File: src/sv/sle_pkg.sv
// Package: transaction types, opcodes, status codes and cell command for the list engine.
package sle_pkg;

  localparam logic [2:0] OP_INSERT  = 3'd0;
  localparam logic [2:0] OP_DELETE  = 3'd1;
  localparam logic [2:0] OP_LOCATE  = 3'd2;
  localparam logic [2:0] OP_GET     = 3'd3;
  localparam logic [2:0] OP_REVERSE = 3'd4;
  localparam logic [2:0] OP_CLEAR   = 3'd5;

  localparam logic [1:0] ST_OK        = 2'd0;
  localparam logic [1:0] ST_BAD_POS   = 2'd1;
  localparam logic [1:0] ST_FULL      = 2'd2;
  localparam logic [1:0] ST_NOT_FOUND = 2'd3;

  typedef struct packed {
    logic [2:0]         opcode;
    logic [6:0]         position;
    logic signed [31:0] value;
  } in_t;

  typedef struct packed {
    logic [1:0]         status;
    logic signed [31:0] element;
    logic [6:0]         found_position;
    logic [6:0]         count;
    logic               is_empty;
  } out_t;

  typedef struct packed {
    logic ins;
    logic del;
    logic rev_load;
    logic rev_step;
    logic phase;
    logic scan_get;
    logic scan_loc;
  } cmd_t;

endpackage

File: src/sv/sle_cell.sv
// One list cell: holds one entry and its reverse tag, shifts, swaps and passes the scan token.
module sle_cell #(
  parameter int WIDTH = 32,
  parameter int CW    = 7,
  parameter int IDX   = 0
) (
  input  logic             clk,
  input  logic             rst_n,
  input  sle_pkg::cmd_t    cmd,
  input  logic [CW-1:0]    pos_idx,
  input  logic [CW-1:0]    fill,
  input  logic [WIDTH-1:0] key,
  input  logic [WIDTH-1:0] left_entry,
  input  logic [CW-1:0]    left_tag,
  input  logic [WIDTH-1:0] right_entry,
  input  logic [CW-1:0]    right_tag,
  input  logic             left_swap,
  output logic [WIDTH-1:0] entry,
  output logic [CW-1:0]    tag,
  output logic             swap_out,
  input  logic             tok_in_v,
  input  logic             tok_in_hit,
  input  logic [WIDTH-1:0] tok_in_elem,
  input  logic [CW-1:0]    tok_in_fpos,
  output logic             tok_v,
  output logic             tok_hit,
  output logic [WIDTH-1:0] tok_elem,
  output logic [CW-1:0]    tok_fpos
);
  import sle_pkg::*;

  localparam logic          ODD   = 1'((IDX % 2) != 0);
  localparam logic [CW-1:0] MY    = CW'(IDX);
  localparam logic [CW-1:0] MY_P1 = CW'(IDX + 1);

  logic [WIDTH-1:0] entry_r, entry_nxt;
  logic [CW-1:0]    tag_r, tag_nxt;
  logic             tok_v_r;
  logic             tok_hit_r, tok_hit_nxt;
  logic [WIDTH-1:0] tok_elem_r, tok_elem_nxt;
  logic [CW-1:0]    tok_fpos_r, tok_fpos_nxt;

  assign swap_out = cmd.rev_step && (ODD == cmd.phase) && (MY_P1 < fill) && (tag_r < right_tag);

  always_comb begin
    entry_nxt = entry_r;
    tag_nxt   = tag_r;
    if (cmd.ins) begin
      if (MY == pos_idx) begin
        entry_nxt = key;
      end else if (MY > pos_idx) begin
        entry_nxt = left_entry;
      end
    end else if (cmd.del) begin
      if (MY >= pos_idx) begin
        entry_nxt = right_entry;
      end
    end else if (cmd.rev_load) begin
      tag_nxt = MY;
    end else if (swap_out) begin
      entry_nxt = right_entry;
      tag_nxt   = right_tag;
    end else if (left_swap) begin
      entry_nxt = left_entry;
      tag_nxt   = left_tag;
    end
  end

  always_comb begin
    tok_hit_nxt  = tok_in_hit;
    tok_elem_nxt = tok_in_elem;
    tok_fpos_nxt = tok_in_fpos;
    if (tok_in_v) begin
      if (cmd.scan_get && (MY == pos_idx)) begin
        tok_elem_nxt = entry_r;
      end
      if (cmd.scan_loc && !tok_in_hit && (MY < fill) && (entry_r == key)) begin
        tok_hit_nxt  = 1'b1;
        tok_fpos_nxt = MY_P1;
      end
    end
  end

  always_ff @(posedge clk) begin
    entry_r    <= entry_nxt;
    tag_r      <= tag_nxt;
    tok_hit_r  <= tok_hit_nxt;
    tok_elem_r <= tok_elem_nxt;
    tok_fpos_r <= tok_fpos_nxt;
    if (!rst_n) begin
      tok_v_r <= 1'b0;
    end else begin
      tok_v_r <= tok_in_v;
    end
  end

  assign entry    = entry_r;
  assign tag      = tag_r;
  assign tok_v    = tok_v_r;
  assign tok_hit  = tok_hit_r;
  assign tok_elem = tok_elem_r;
  assign tok_fpos = tok_fpos_r;

endmodule

File: config.mk
export PLATFORM = sky130hd
export DESIGN_NAME = sle_cell
export DESIGN_NICKNAME = d
export VERILOG_FILES = /design/src/sv/sle_pkg.sv /design/src/sv/sle_cell.sv
export SDC_FILE = /design/constraint.sdc
export NUM_CORES = 1
export LEC_CHECK = 0
export BUFFER_PORTS_ARGS = -buffer_cell sky130_fd_sc_hd__buf_4
export CORE_MARGIN = 3
export CORE_UTILIZATION = 47
export CTS_CLUSTER_DIAMETER = 80
export DETAILED_ROUTE_END_ITERATION = 16
export PLACE_DENSITY_LB_ADDON = 0.08
export RECOVER_POWER = 50
export SLEW_MARGIN = 20
export SYNTH_ARGS = -nofsm -noshare
export SYNTH_HDL_FRONTEND = slang
export SYNTH_SLANG_ARGS = --single-unit
File: constraint.sdc
create_clock -name clk -period 5.6 [get_ports clk]
set_input_delay 0.56 -clock clk [delete_from_list [all_inputs] [get_ports clk]]
set_output_delay 0.56 -clock clk [all_outputs]
set_load 0.005 [all_outputs]
==> run summary, run 1 <==
Status: finished, final reports clean
Hold Slack: 403 ps
Startpoint Class: flip-flop
Io pins: 256
Peak VDD IR: 0.131 mV
Slowest cell delay on critical path: 530 ps
Row cnt: 33
Slowest CP cell: clkbuf_1
WL met2: 7150 um
Most common cell after layout, fill and taps aside: buf_4
WP buf/inv: 2
RSZ-0062 raised after global routing: no
Worst-Margin Slew: 1150 ps
Root buffer cell: clkbuf_8
Clock skew: 16.8 ps
DRC violations left: 0
Die height: 99.6 um
Synth Area per Inst: 11.0 um2
Max-cap violations: 0
Average routed wire per standard cell: 18.3 um
Die footprint: 0.00993 mm2
Final Max Tran Viols: 0
Clock slew at reported path FFs: 80 ps
Post-synth EDFFs: 39
Antenna Nets Post-Route: 0
Via count: 3878
CP Capture Type: primary output
DRT Wirelength: 13400 um
Synth Net Count: 556
Total gr overflow: 0
Final Critical Period: 3130 ps
Non-filler cells, final: 733
Top_reg_cell synth: dfxtp_1
Number of global-route vias before repair: 3784
Post-Syn Instances: 375
Length of the first detailed-routing pass in iterations: 5
CTS tree: yes
Worst-path fanout max: 10
# resized after CTS: 0
Post-CTS Setup Repair Bufs: 0
WL met3: 1090 um
Crit path max-delay family: compound AO/OA/AOI/OAI gates
Number of port buffers: 255
Sink Count: 80
Crit-path cells: ha_1 -> a21oi_1 -> o21ai_0 -> a221oi_1 -> clkbuf_1 -> buf_4
Critical Path RT: 5040 ps
Number of diodes: 0
Initial Util: 49.2%
Final setup violation count: 0
Chip width: 99.6 um
Clock latency at the later pin of the worst-skew pair: 350 ps
Finished Core Util: 75.1%
Cell taking the most area after synthesis: edfxtp_1
#FFs+latches synth: 80
Fin. Hold Viols: 0
YS warnings: 0
Top cells by area, synth: edfxtp_1, dfxtp_1, mux2i_1
CP arrival: 2570 ps
Lkg Pwr: 2.75 nW
Share of post-route cells with drive strength above 1: 48.4%
Worst setup path class: flip-flop to primary output
Final Cycle Share: 55.9%
Hold Crit Class: input pin to flip-flop
Power Density: 216 mW/mm2
WL met1: 4940 um
Layout Nets: 804
Top sig layer: met4
Vias per cell: 5.29
Fillers: 613
Fmax: 319 MHz
Core area: 0.00838 mm2
Most frequent cells in the layout: buf_4, clkbuf_4, dfxtp_1
Worst slew margin: 22.8%
Hold Buf Count CTS: 0
Synth top area share: 28.4%
GPL Wtd Cong: 0.825
Placed Cells: 716
Distinct cells, synth: 37
Post-synthesis async set-or-reset flop share: 0%
CTS max path bufs: 2
Largest net degree at the start of global routing: 69
First-pass GRT wire length: 19400 um
CTS buffer count: 9
Gr usage total: 25.4%
Post-DP HPWL: 10400 um
Area Overhead vs Synth: 52.8%
Final TNS setup: 0 ps
Initial antenna violation count: 0
Sequential area share after synthesis: 48.3%
Iteration-0 DRC Markers: 143
H-tree depth: 3
Synthesized area: 0.00412 mm2
## final timing paths
kind | end | slack, ps | from | depth (start not counted)
setup / recovery | swap_out | 2470 | tag[2] | 6
hold / removal | tok_fpos[0] | 400 | tok_in_fpos[0] | 2
setup reg to reg | entry[16] | 2490 | tag[2] | 8
hold reg to reg | tok_elem[15] | 560 | entry[15] | 1
## metal layers
metal	up-vias	GRT usage (%)
met5	-	0
met4	0	8.61
met3	21	6.17
met2	194	46.8
met1	1798	28.6
li1	1865	-
## synth_stat cells, types with 2 or more instances
cell / n
ha_1: 6
nor4_1: 8
nand2_1: 36
mux2i_1: 38
inv_1: 9
xnor2_1: 7
a21oi_1: 35
xor2_1: 25
o21ai_0: 4
or2_1: 2
and2_1: 2
a22oi_1: 31
edfxtp_1: 39
nand4_1: 3
dfxtp_1: 41
nor2b_1: 7
buf_1: 4
buf_2: 11
nor3_1: 2
nand3_1: 2
mux2_2: 32
clkbuf_1: 5
nor2_1: 10
buf_4: 3
## final cells by class
class / instances / area, um2 / area share (%)
clock buffer: 13 / 181 / 2.88
tap: 105 / 131 / 2.09
sequential: 80 / 1990 / 31.6
multi-input combinational: 262 / 1980 / 31.5
clock inverter: 3 / 21.3 / 0.338
inverter: 9 / 33.8 / 0.536
timing repair buffer: 261 / 1950 / 31.0
## report_power, final
group          switching [mW]  internal [mW]  total [mW]  leakage, nW
clock network           0.219          0.216       0.435       0.0999
registers              0.0113          0.644       0.655        0.702
logic                   0.114          0.159       0.273         1.95
## kinds of logic after synthesis
family / share of synthesized area (%)
buffers and inverters: 3.64
flip-flops: 48.3
multiplexers: 18.0
adder cells (fa/ha/maj): 1.82
XOR/XNOR: 6.80
AO/OA/AOI/OAI: 12.1
AND/OR/NAND/NOR: 9.29
## stage by stage
step                setup WS, ps  area (um2)  power (mW)
floorplan                   1780        4120       0.776
global placement            2600        6110       0.935
detailed placement          2460        6110       0.944
CTS                         2820        6310        1.37
global route                2290        6300        1.41
finish                      2470        6300        1.36
## sequential cells by signal, indices dropped and copies added, names as in the netlist
register	flops
tok_v	1
tok_fpos	7
tag	7
tok_elem	32
entry	32
tok_hit	1
Note: power is estimated with default switching activity, not from simulation.
==> run 2: changes to the inputs <==
--- a/config.mk
+++ b/config.mk
@@ -6,8 +6,9 @@
 export NUM_CORES = 1
 export LEC_CHECK = 0
 export BUFFER_PORTS_ARGS = -buffer_cell sky130_fd_sc_hd__buf_4
+export CORE_ASPECT_RATIO = 1.5
 export CORE_MARGIN = 3
-export CORE_UTILIZATION = 47
+export CORE_UTILIZATION = 43
 export CTS_CLUSTER_DIAMETER = 80
 export DETAILED_ROUTE_END_ITERATION = 16
 export PLACE_DENSITY_LB_ADDON = 0.08
==> constraint.sdc (replaced) <==
create_clock -name clk -period 3 [get_ports clk]
set_input_delay 0.3 -clock clk [delete_from_list [all_inputs] [get_ports clk]]
set_output_delay 0.3 -clock clk [all_outputs]
set_load 0.005 [all_outputs]
==> run summary, run 2 (synthesized netlist as in run 1, its figures left out) <==
Final Critical Period: 2470 ps
Final Max Tran Viols: 0 (unchanged)
DRT Wirelength: 13800 um (+2.4%)
Startpoint Class: input pin
CP Capture Type: flip-flop
Fmax: 405 MHz
Layout Nets: 806 (+0.25%)
Fillers: 748 (+22%)
Worst-path fanout max: 18 (+8)
Vias per cell: 5.27 (-0.32%)
Clock latency at the later pin of the worst-skew pair: 340 ps (about the same)
Clock skew: 9.79 ps (-7.02 ps)
Status: finished, final reports clean
Gr usage total: 24.8% (-0.64 points)
WP buf/inv: 2 (unchanged)
Antenna Nets Post-Route: 0 (unchanged)
Root buffer cell: clkbuf_16
Iteration-0 DRC Markers: 166 (+16%)
Via count: 3913 (+0.90%)
Design area: 0.00647 mm2 (+2.8%)
Number of global-route vias before repair: 4094 (+8.2%)
Instance area after placement: 0.00615 mm2 (+0.61%)
Average routed wire per standard cell: 18.6 um (+1.2%)
Io pins: 256 (unchanged)
Final Cycle Share: 82.3%
Power Density: 461 mW/mm2 (+110%)
Hold Crit Class: input pin to flip-flop
Total gr overflow: 0 (unchanged)
Post-CTS Setup Repair Bufs: 0 (unchanged)
Die footprint: 0.0108 mm2 (+9.0%)
GPL Wtd Cong: 0.814 (-1.4%)
Area of the multi-input gates: 0.00200 mm2 (+0.88%)
Area Overhead vs Synth: 57.2%
Max-cap violations: 0 (unchanged)
Most frequent cells in the layout: buf_4, clkbuf_4, dfxtp_1
Post-DP HPWL: 10700 um (+2.8%)
Row cnt: 43 (+30%)
Worst setup path class: input pin to flip-flop
Core area: 0.00931 mm2 (+11%)
CTS buffer count: 9 (unchanged)
Initial Util: 44.3% (-4.9 points)
Die height: 126 um (+26%)
CP arrival: 2690 ps (+120 ps)
Final TNS setup: 0 ps (unchanged)
H-tree depth: 3 (unchanged)
Critical Path RT: 3220 ps (-1820 ps)
# resized after CTS: 0 (unchanged)
Crit path max-delay family: simple AND/OR/NAND/NOR gates
Length of the first detailed-routing pass in iterations: 4 (-1)
Share of post-route cells with drive strength above 1: 48.9% (+0.48 points)
Initial antenna violation count: 0 (unchanged)
Worst slew margin: 45.9% (+23 points)
Fin. Hold Viols: 0 (unchanged)
Peak VDD IR: 0.396 mV (+200%)
Lkg Pwr: 2.85 nW (+3.4%)
Number of diodes: 0 (unchanged)
Slowest CP cell: and3_1
Number of port buffers: 255 (unchanged)
DRC violations left: 0 (unchanged)
Crit-path cells: clkbuf_4 -> nor4_1 -> and2_2 -> and3_1 -> clkbuf_2 -> mux2_2
Slowest cell delay on critical path: 690 ps (+160 ps)
RSZ-0062 raised after global routing: no
Sink Count: 80 (unchanged)
Hold Buf Count CTS: 0 (unchanged)
Chip width: 85.9 um (-14%)
Most common cell after layout, fill and taps aside: buf_4
Clock slew at reported path FFs: 60 ps (-20 ps)
CTS tree: yes
Worst-Margin Slew: 812 ps (-335 ps)
First-pass GRT wire length: 20800 um (+7.0%)
Largest net degree at the start of global routing: 69 (unchanged)
CTS max path bufs: 2 (unchanged)
Seq. cell area: 0.00199 mm2 (unchanged)
Final setup violation count: 0 (unchanged)
==> run 2: changes by cell type in the layout (fill, tap and decap cells not counted), moves of 2 or more <==
cell,before,now
buf_4,177,179
clkbuf_8,9,1
bufinv_16,0,2
clkbuf_16,2,10
==> run 2: layout make-up <==
cell class,count,share of cell area [%]
Tap cell,112,2.16
Clock inverter,4,1.14
Inverter,9,0.522
Multi-Input combinational cell,262,30.9
Timing Repair Buffer,263,30.4
Sequential cell,80,30.8
Clock buffer,12,4.14
==> run 2: through the flow <==
| step | hold WS (ps) | util [%] | instances | power [mW] | worst slack (ps) |
|---|---|---|---|---|---|
| final | 147 | 69.6 | 742 | 2.98 | 531 |
| after detailed placement | 486 | 66.1 | 725 | 1.77 | 494 |
| after floorplan | 400 | - | 375 | 1.45 | 559 |
| after CTS | 135 | 69.7 | 741 | 3.02 | 507 |
| after global routing | 167 | 69.6 | 742 | 3.10 | 304 |
| after global placement | 485 | 66.1 | 725 | 1.76 | 597 |
==> run 2: power by group <==
part	total (mW)	switching [mW]	internal (mW)
clock	1.24	0.442	0.803
combinational	0.516	0.216	0.299
sequential	1.22	0.0211	1.20
total	2.98	0.679	2.31
==> run 2: path summary, 6_finish.rpt <==
kind	start	to	slack [ps]	depth (start not counted)
hold / removal	tok_in_fpos[0]	tok_fpos[0]	150	2
hold reg to reg	entry[26]	tok_elem[26]	560	1
setup reg to reg	tag[2]	entry[13]	540	7
setup / recovery	pos_idx[2]	tok_elem[13]	530	6
==> run 2: metal layers <==
metal / global-route usage [%] / part of all wire, %
met1: 26.7 / 35
met2: 45.9 / 55
met3: 6.09 / 7.9
met4: 8.67 / 2.1
met5: 0 / 0
==> run 3: changes to the inputs <==
==> constraint.sdc (replaced) <==
create_clock -name clk -period 2.3 [get_ports clk]
set_input_delay 0.23 -clock clk [delete_from_list [all_inputs] [get_ports clk]]
set_output_delay 0.23 -clock clk [all_outputs]
set_load 0.005 [all_outputs]
==> run summary, run 3 (synthesized netlist as in run 1, its figures left out) <==
Critical Path RT: 2070 ps (-1150 ps)
CTS buffer count: 9 (unchanged)
Initial antenna violation count: 0 (unchanged)
Worst-path fanout max: 9 (-9)
Final TNS setup: 0 ps (unchanged)
Clock slew at reported path FFs: 60 ps (about the same)
Io pins: 256 (unchanged)
Root buffer cell: clkbuf_16
Final Critical Period: 2180 ps
Non-filler cells, final: 748 (+0.81%)
Total Power: 3.80 mW (+27%)
Antenna Nets Post-Route: 0 (unchanged)
Row cnt: 43 (unchanged)
Total gr overflow: 0 (unchanged)
CP arrival: 1950 ps (-740 ps)
Average routed wire per standard cell: 18.4 um (-1.0%)
Fin. Hold Viols: 0 (unchanged)
Number of global-route vias before repair: 4204 (+2.7%)
CTS tree: yes
Final Cycle Share: 94.6%
Length of the first detailed-routing pass in iterations: 4 (unchanged)
Startpoint Class: flip-flop
Max-cap violations: 0 (unchanged)
DRC violations left: 0 (unchanged)
Vias per cell: 5.27 (about the same)
Lkg Pwr: 2.86 nW (+0.31%)
Post-DP HPWL: 11100 um (+3.2%)
Die footprint: 0.0108 mm2 (unchanged)
Clock latency at the later pin of the worst-skew pair: 340 ps (about the same)
RSZ-0062 raised after global routing: no
Peak VDD IR: 0.390 mV (-1.4%)
GPL Wtd Cong: 0.825 (+1.3%)
CP Capture Type: primary output
Layout Nets: 812 (+0.74%)
CTS max path bufs: 2 (unchanged)
Fmax: 460 MHz
Chip width: 85.9 um (unchanged)
Most common cell after layout, fill and taps aside: buf_4
Worst-Margin Slew: 712 ps (-100 ps)
Status: finished, final reports clean
Gr usage total: 25.1% (+0.25 points)
Worst slew margin: 52.5% (+6.7 points)
Largest net degree at the start of global routing: 51 (-26%)
Iteration-0 DRC Markers: 185 (+11%)
Final Max Tran Viols: 0 (unchanged)
DRT Wirelength: 13700 um (-0.21%)
Most frequent cells in the layout: buf_4, clkbuf_4, dfxtp_1
Initial Util: 44.3% (unchanged)
Power Density: 585 mW/mm2 (+27%)
Hold Crit Class: input pin to flip-flop
Clock skew: 8.73 ps (-1.06 ps)
Number of port buffers: 255 (unchanged)
Worst setup path class: flip-flop to primary output
Area Overhead vs Synth: 57.8%
Placed Cells: 732 (+0.97%)
Sink Count: 80 (unchanged)
Number of diodes: 0 (unchanged)
Share of post-route cells with drive strength above 1: 49.4% (+0.48 points)
Finished Core Util: 69.9% (+0.30 points)
Final setup violation count: 0 (unchanged)
Via count: 3942 (+0.74%)
Die height: 126 um (unchanged)
Core area: 0.00931 mm2 (unchanged)
First-pass GRT wire length: 20900 um (+0.86%)
H-tree depth: 3 (unchanged)
run 3: cell type report:
type	count	area (um2)
multi-input combinational	262	2020
timing repair buffer	269	2000
sequential	80	1990
fill	731	2810
inverter	9	33.8
tap	112	140
clock buffer	11	233
clock inverter	5	78.8
run 3: stage by stage:
stage          worst slack (ps)  hold WS (ps)  area (um2)
2_1_floorplan              29.7           330        4130
3_3_place_gp                153           414        6220
3_5_place_dp               97.1           419        6220
4_1_cts                    16.2          69.6        6560
5_1_grt                    6.37          78.6        6500
6_report                    124          80.7        6500
run 3: timing repair:
item                       in CTS  in global routing
hold buffers                    0                  0
pin swaps                       1                  1
setup buffers                   1                  0
setup endpoints to repair       1                  3
resized for setup               4                  2
gates cloned                    0                  0
run 3: path summary, 6_finish.rpt:
path / startpoint / endpoint / slack, ps / cells past startpoint
setup reg to reg: tag[6] / entry[30] / 150 / 5
hold / removal: tok_in_fpos[0] / tok_fpos[0] / 80 / 2
hold reg to reg: entry[30] / tok_elem[30] / 560 / 1
setup / recovery: tag[6] / swap_out / 120 / 6
run 3: where the power goes:
| part | leakage (nW) | internal (mW) | switching, mW |
|---|---|---|---|
| logic | 2.00 | 0.398 | 0.284 |
| registers | 0.702 | 1.57 | 0.0278 |
| clock network | 0.154 | 0.952 | 0.571 |
| total | 2.86 | 2.92 | 0.883 |
run 3: critical path: stages (launching register included):
cell,delay [ps]
edfxtp_1,390
ha_1,340
nand4_1,170
inv_1,70
a221oi_2,260
buf_4,240
buf_4,140
run 3: metal layers:
layer | global-route usage, % | vias to the layer above | routed length, um
met2 | 46.9 | 184 | 7610
met5 | 0 | - | 0
met3 | 5.89 | 23 | 1040
met1 | 26.4 | 1848 | 4710
li1 | - | 1887 | -
met4 | 9.41 | 0 | 373
